## src/shqp_pkg.sv

```systemverilog
// Shared types and constants for the quadratic-probe hash insert unit.
package shqp_pkg;

  localparam int KEY_W  = 64;
  localparam int LEN_W  = 4;
  localparam int SIZE_W = 11;
  localparam int IDX_W  = 10;
  localparam int NUM_W  = 15;
  localparam int DIV_STEPS = NUM_W;
  localparam logic [7:0] CHAR_BASE = 8'h41;
  localparam logic [SIZE_W-1:0] SIZE_RESET = 11'd1024;

  typedef struct packed {
    logic [KEY_W-1:0] key_chars;
    logic [LEN_W-1:0] key_length;
  } in_word_t;

  typedef struct packed {
    logic [IDX_W-1:0] slot_index;
    logic             failed;
  } out_word_t;

  typedef enum logic [1:0] {
    SEL_HOME,
    SEL_FWD,
    SEL_BWD
  } addr_sel_t;

  typedef enum logic [3:0] {
    ST_CLEAR,
    ST_IDLE,
    ST_DIV,
    ST_RD_HOME,
    ST_CMP_HOME,
    ST_RD_FWD,
    ST_CMP_FWD,
    ST_RD_BWD,
    ST_CMP_BWD
  } state_t;

  typedef struct packed {
    logic      clr_step;
    logic      load;
    logic      div_step;
    logic      rd_en;
    addr_sel_t addr_sel;
    logic      probe_init;
    logic      probe_adv;
    logic      write_hit;
    logic      report_fail;
  } ctl_cmd_t;

  typedef struct packed {
    logic clr_last;
    logic div_last;
    logic usable;
    logic half_zero;
    logic probe_last;
  } ctl_stat_t;

endpackage

```

## src/shqp_ctrl.sv

```systemverilog
// Sequencer for clear pass, hash modulo and probe loop.
module shqp_ctrl import shqp_pkg::*; (
  input  logic      clk,
  input  logic      rst,
  input  logic      start,
  output logic      busy,
  input  ctl_stat_t stat,
  output ctl_cmd_t  cmd
);

  state_t state, state_next;

  // state register
  always_ff @(posedge clk) begin
    if (rst) state <= ST_CLEAR;
    else     state <= state_next;
  end

  // next state and commands
  always_comb begin
    state_next = state;
    cmd        = '0;
    cmd.addr_sel = SEL_HOME;
    case (state)
      ST_CLEAR: begin
        cmd.clr_step = 1'b1;
        if (stat.clr_last) state_next = ST_IDLE;
      end
      ST_IDLE: begin
        if (start) begin
          cmd.load   = 1'b1;
          state_next = ST_DIV;
        end
      end
      ST_DIV: begin
        cmd.div_step = 1'b1;
        if (stat.div_last) state_next = ST_RD_HOME;
      end
      ST_RD_HOME: begin
        cmd.rd_en    = 1'b1;
        cmd.addr_sel = SEL_HOME;
        state_next   = ST_CMP_HOME;
      end
      ST_CMP_HOME: begin
        if (stat.usable) begin
          cmd.write_hit = 1'b1;
          state_next    = ST_IDLE;
        end else if (stat.half_zero) begin
          cmd.report_fail = 1'b1;
          state_next      = ST_IDLE;
        end else begin
          cmd.probe_init = 1'b1;
          state_next     = ST_RD_FWD;
        end
      end
      ST_RD_FWD: begin
        cmd.rd_en    = 1'b1;
        cmd.addr_sel = SEL_FWD;
        state_next   = ST_CMP_FWD;
      end
      ST_CMP_FWD: begin
        if (stat.usable) begin
          cmd.write_hit = 1'b1;
          state_next    = ST_IDLE;
        end else begin
          state_next = ST_RD_BWD;
        end
      end
      ST_RD_BWD: begin
        cmd.rd_en    = 1'b1;
        cmd.addr_sel = SEL_BWD;
        state_next   = ST_CMP_BWD;
      end
      ST_CMP_BWD: begin
        if (stat.usable) begin
          cmd.write_hit = 1'b1;
          state_next    = ST_IDLE;
        end else if (stat.probe_last) begin
          cmd.report_fail = 1'b1;
          state_next      = ST_IDLE;
        end else begin
          cmd.probe_adv = 1'b1;
          state_next    = ST_RD_FWD;
        end
      end
      default: state_next = ST_IDLE;
    endcase
  end

  assign busy = (state != ST_IDLE);

endmodule

```

## config.mk

```make
export PLATFORM = sky130hd
export DESIGN_NAME = shqp_ctrl
export DESIGN_NICKNAME = d
export VERILOG_FILES = /design/src/shqp_pkg.sv /design/src/shqp_ctrl.sv
export SDC_FILE = /design/constraint.sdc
export NUM_CORES = 1
export LEC_CHECK = 0
export ABC_AREA = 1
export BUFFER_PORTS_ARGS = -buffer_cell sky130_fd_sc_hd__buf_2
export CAP_MARGIN = 20
export CORE_AREA = 2 2 39 41
export DETAILED_ROUTE_END_ITERATION = 10
export DIE_AREA = 0 0 41 43
export HOLD_SLACK_MARGIN = 0.08
export PLACE_DENSITY = 0.47
export SYNTH_ARGS = -nofsm -noshare
export SYNTH_HDL_FRONTEND = slang
export SYNTH_SLANG_ARGS = --single-unit
```

## constraint.sdc

```tcl
create_clock -name clk -period 1.8 [get_ports clk]
set_clock_uncertainty 0.05 [all_clocks]
set_input_delay 0.36 -clock clk [delete_from_list [all_inputs] [get_ports clk]]
set_output_delay 0.36 -clock clk [all_outputs]
set_load 0.03 [all_outputs]
```

Yosys cells after proc, flatten, opt, wreduce, memory -nomap -nowiden:

Index checks and enable logic that the tools add are counted.

* bits in registers: 4
* word-level logic and storage cells: 43
* output and inout port bits: 11

* reductions and logical operators: 3
* multiplexer cells: 27
* equality and inequality tests: 12

Operators with widths (count)
* one-hot mux 4 bit (9 select lines): 1
* 2-to-1 mux 4 bit: 5
* == test 4 x 3 -> 1 bit, second input constant: 4
* 2-to-1 mux 1 bit: 16
* 2-to-1 mux 3 bit: 3
* one-hot mux 3 bit (3 select lines): 1
* == test 4 x 2 -> 1 bit, second input constant: 2
* != test 2 bit, second input constant: 3
* == test 4 x 1 -> 1 bit, second input constant: 1
* == test 4 bit, second input constant: 1
* logical NOT 4 bit: 1
* != test 4 x 1 -> 1 bit, second input constant: 1
* AND reduction 3 bit: 1
* OR reduction 3 bit: 1
* one-hot mux 1 bit (2 select lines): 1

Depth between registers and ports, before layout:

* word-level depth: 3
* gate-level depth with buffers: 8

Worst setup path before layout:

Ideal clock, no wire load.

* path kind: flip-flop to output port
* start: register state[1]
* end: output port cmd[0] (netlist name)
* arrival: 1.406 ns
* path buffers: 1
* path slack: -0.016 ns
* data required time: 1.390 ns
* stages on the path, launching flop included: 5
* cells stage by stage: dfxtp_1 > buf_6 > nor2_2 > nand2_1 > o32ai_1

RTL lines
* from (decl): line shqp_ctrl.sv:11 `state_t state, state_next;`
* from (signal assigned): line shqp_ctrl.sv:16 `else state <= state_next;`
* to (decl): line shqp_ctrl.sv:8 `output ctl_cmd_t cmd`

==> flow_metrics.env <==
export IMPL_hpwl_microns=765
export IMPL_areaGrowthSynthToFinish_pct=40.1
export IMPL_chipHeight_microns=43
export IMPL_dpl_instance_area_sq_um=447
export IMPL_vdd_drop_max_mv=0.257
export IMPL_max_freq_ghz=0.588
export IMPL_status="finished clean"
export IMPL_dr_pass1_iters=2
export IMPL_regMostFlops="state"
export IMPL_syn_nets=71
export IMPL_tightest_slew_ns=0.295
export IMPL_hold_viol_final=0
export IMPL_startpoint_type="register"
export IMPL_yosys_warnings=0
export IMPL_cts_buffer_depth=2
export IMPL_cp_arrival_ns=1.29
export IMPL_die_x_microns=41
export IMPL_cts_tree="done"
export IMPL_finalNetCount=93
export IMPL_synth_top_area_share_pct=23.5
export IMPL_wl_microns=877
export IMPL_synth_seq_area_share_pct=23.5
export IMPL_cts_root_buffer_cell="clkbuf_4"
export IMPL_crit_type="reg2out"
export IMPL_core_region_area_sq_um=1380
export IMPL_num_rows=14
export IMPL_slew_headroom_pct=80.3
export IMPL_design_area_sq_um=477
export IMPL_final_min_clock_period_ns=1.70
export IMPL_syn_instance_count=63
export IMPL_routedWlPerCell_microns=8.86
export IMPL_dieArea_sq_um=1760
export IMPL_antenna_found_initial=0
export IMPL_fin_total_pwr_uw=374
export IMPL_fin_crit_sh_pct=94.4
export IMPL_crit_required_ns=1.39
export IMPL_gp_congestion=0.713
export IMPL_drv_slew=0
export IMPL_vias_per_cell=4.36
export IMPL_min_delay_start="rst"
export IMPL_timing_critical_path_from="state[1]$_SDFFE_PP0P_"
export IMPL_reg_top3="state (4)"
export IMPL_finalSetupViolations=0
export IMPL_io_pins=19
export IMPL_cts_setup_buffers=0
export IMPL_drt_iter0_drc=9
export IMPL_worst_hold_path_type="in2reg"
export IMPL_setup_tns_ns=0
export IMPL_rrSetupSlack_ns=0.58
export IMPL_fin_cells=99
export IMPL_first_global_vias=369
export IMPL_grt_ovfl_total=0
export IMPL_cts_buffers=3
export IMPL_grt_pass1_wl_microns=1440
export IMPL_path_max_fanout=8
export IMPL_dp_cells=96
export IMPL_start_util_pct=24.6
export IMPL_leakagePower_uw=0.000278
export IMPL_grt_start_max_net_pins=9
export IMPL_postRouteAntennaNets=0
export IMPL_rsz0062_at_grt="false"
export IMPL_synth_area_leaders="dfxtp_1, nand2_1, nor2_1, inv_1, nand3_1"
export IMPL_portBuffers=18
export IMPL_hold_ws_ns=0.292
export IMPL_critPathCaptureType="primary output"
export IMPL_clock_latency_ns=0.23
export IMPL_yosys_area_top_type="dfxtp_1"
export IMPL_htreeDepth=1
export IMPL_drive_above_1_share_pct=36.1
export IMPL_r2r_start="state[1]$_SDFFE_PP0P_"
export IMPL_grt_usage_pct=12.1
export IMPL_maxCapViolCount=0
export IMPL_hold_buffers=0
export IMPL_antenna_cells=0
export IMPL_yosys_register_bits=4
export IMPL_power_density_nw_per_um2=784
export IMPL_synth_avg_cell_area_sq_um=5.40
export IMPL_final_cell_mix="nand2_1, buf_2, nor2_1"
export IMPL_vias=432
export IMPL_synth_distinct_cells=16
export IMPL_cts_sinks=4
export IMPL_synthesis_area_sq_um=340
export IMPL_largest_reg_flops=4
export IMPL_clk_pin_slew_ns=0.04
export IMPL_n_fill_cell=170
export IMPL_drc=0
[cell families (layout without fill, tap and decap cells)]
group	Yosys count	in the layout	share of synthesized area, %
AO/OA/AOI/OAI	5	5	9.19
flip-flops	4	4	23.5
AND/OR/NAND/NOR	43	43	52.6
buffers and inverters	11	31	14.7
[critical path, stage by stage, from the launching register on]
cell,delay [ns]
dfxtp_1,0.38
nor2_2,0.18
nand2_1,0.10
o32ai_2,0.20
buf_4,0.20
[Yosys cell counts (all sizes together)]
cell,count
nor2,18
nand2,17
inv,9
dfxtp,4
nand3,4
a21oi,2
nor3,2
a211oi,1
buf,1
clkinv,1
nand4,1
o21ai,1
o32ai,1
or2,1
[stage by stage]
step	util (%)	worst slack (ns)
after global placement	32.3	0.264
after detailed placement	32.3	0.298
final	34.4	0.100
after floorplan	-	0.139
after global routing	34.4	0.0214
after CTS	33.9	0.0451
[metal layers]
layer / vias to the layer above / GRT usage [%] / share of wire (%)
li1: 239 / - / -
met1: 182 / 15.7 / 48
met2: 11 / 16.9 / 46
met3: 0 / 4.71 / 5.7
met4: 0 / 6.00 / 0
met5: - / 0 / 0
[what timing repair did]
item	CTS	global route
setup endpoints to repair	0	5
hold endpoints to repair	0	0
gates resized for setup	0	5
[worst paths after layout]
check	to	depth (start not counted)
setup / recovery	cmd[0]	4
hold / removal	state[3]$_SDFFE_PP0P_	2
setup reg to reg	state[1]$_SDFFE_PP0P_	7
hold reg to reg	state[3]$_SDFFE_PP0P_	2
[area by class of cell]
type / count / area (sq um) / share of cell area, %
clock buffers: 3 / 22.5 / 4.72
inverters: 10 / 38.8 / 8.14
multi-input cells: 48 / 220 / 46.2
flip-flops and latches: 4 / 82.6 / 17.3
well taps: 16 / 20.0 / 4.20
repair buffers: 18 / 92.6 / 19.4
[where the power goes]
part           leakage (uW)  total [uW]  switching [uW]  internal [uW]
Combinational      0.000231         151             102           48.8
Clock             0.0000138         108            33.5           74.3
Sequential        0.0000334         115            16.4           98.5
Total              0.000278         374             152            222
No activity file was read; power rests on OpenSTA's default activity.
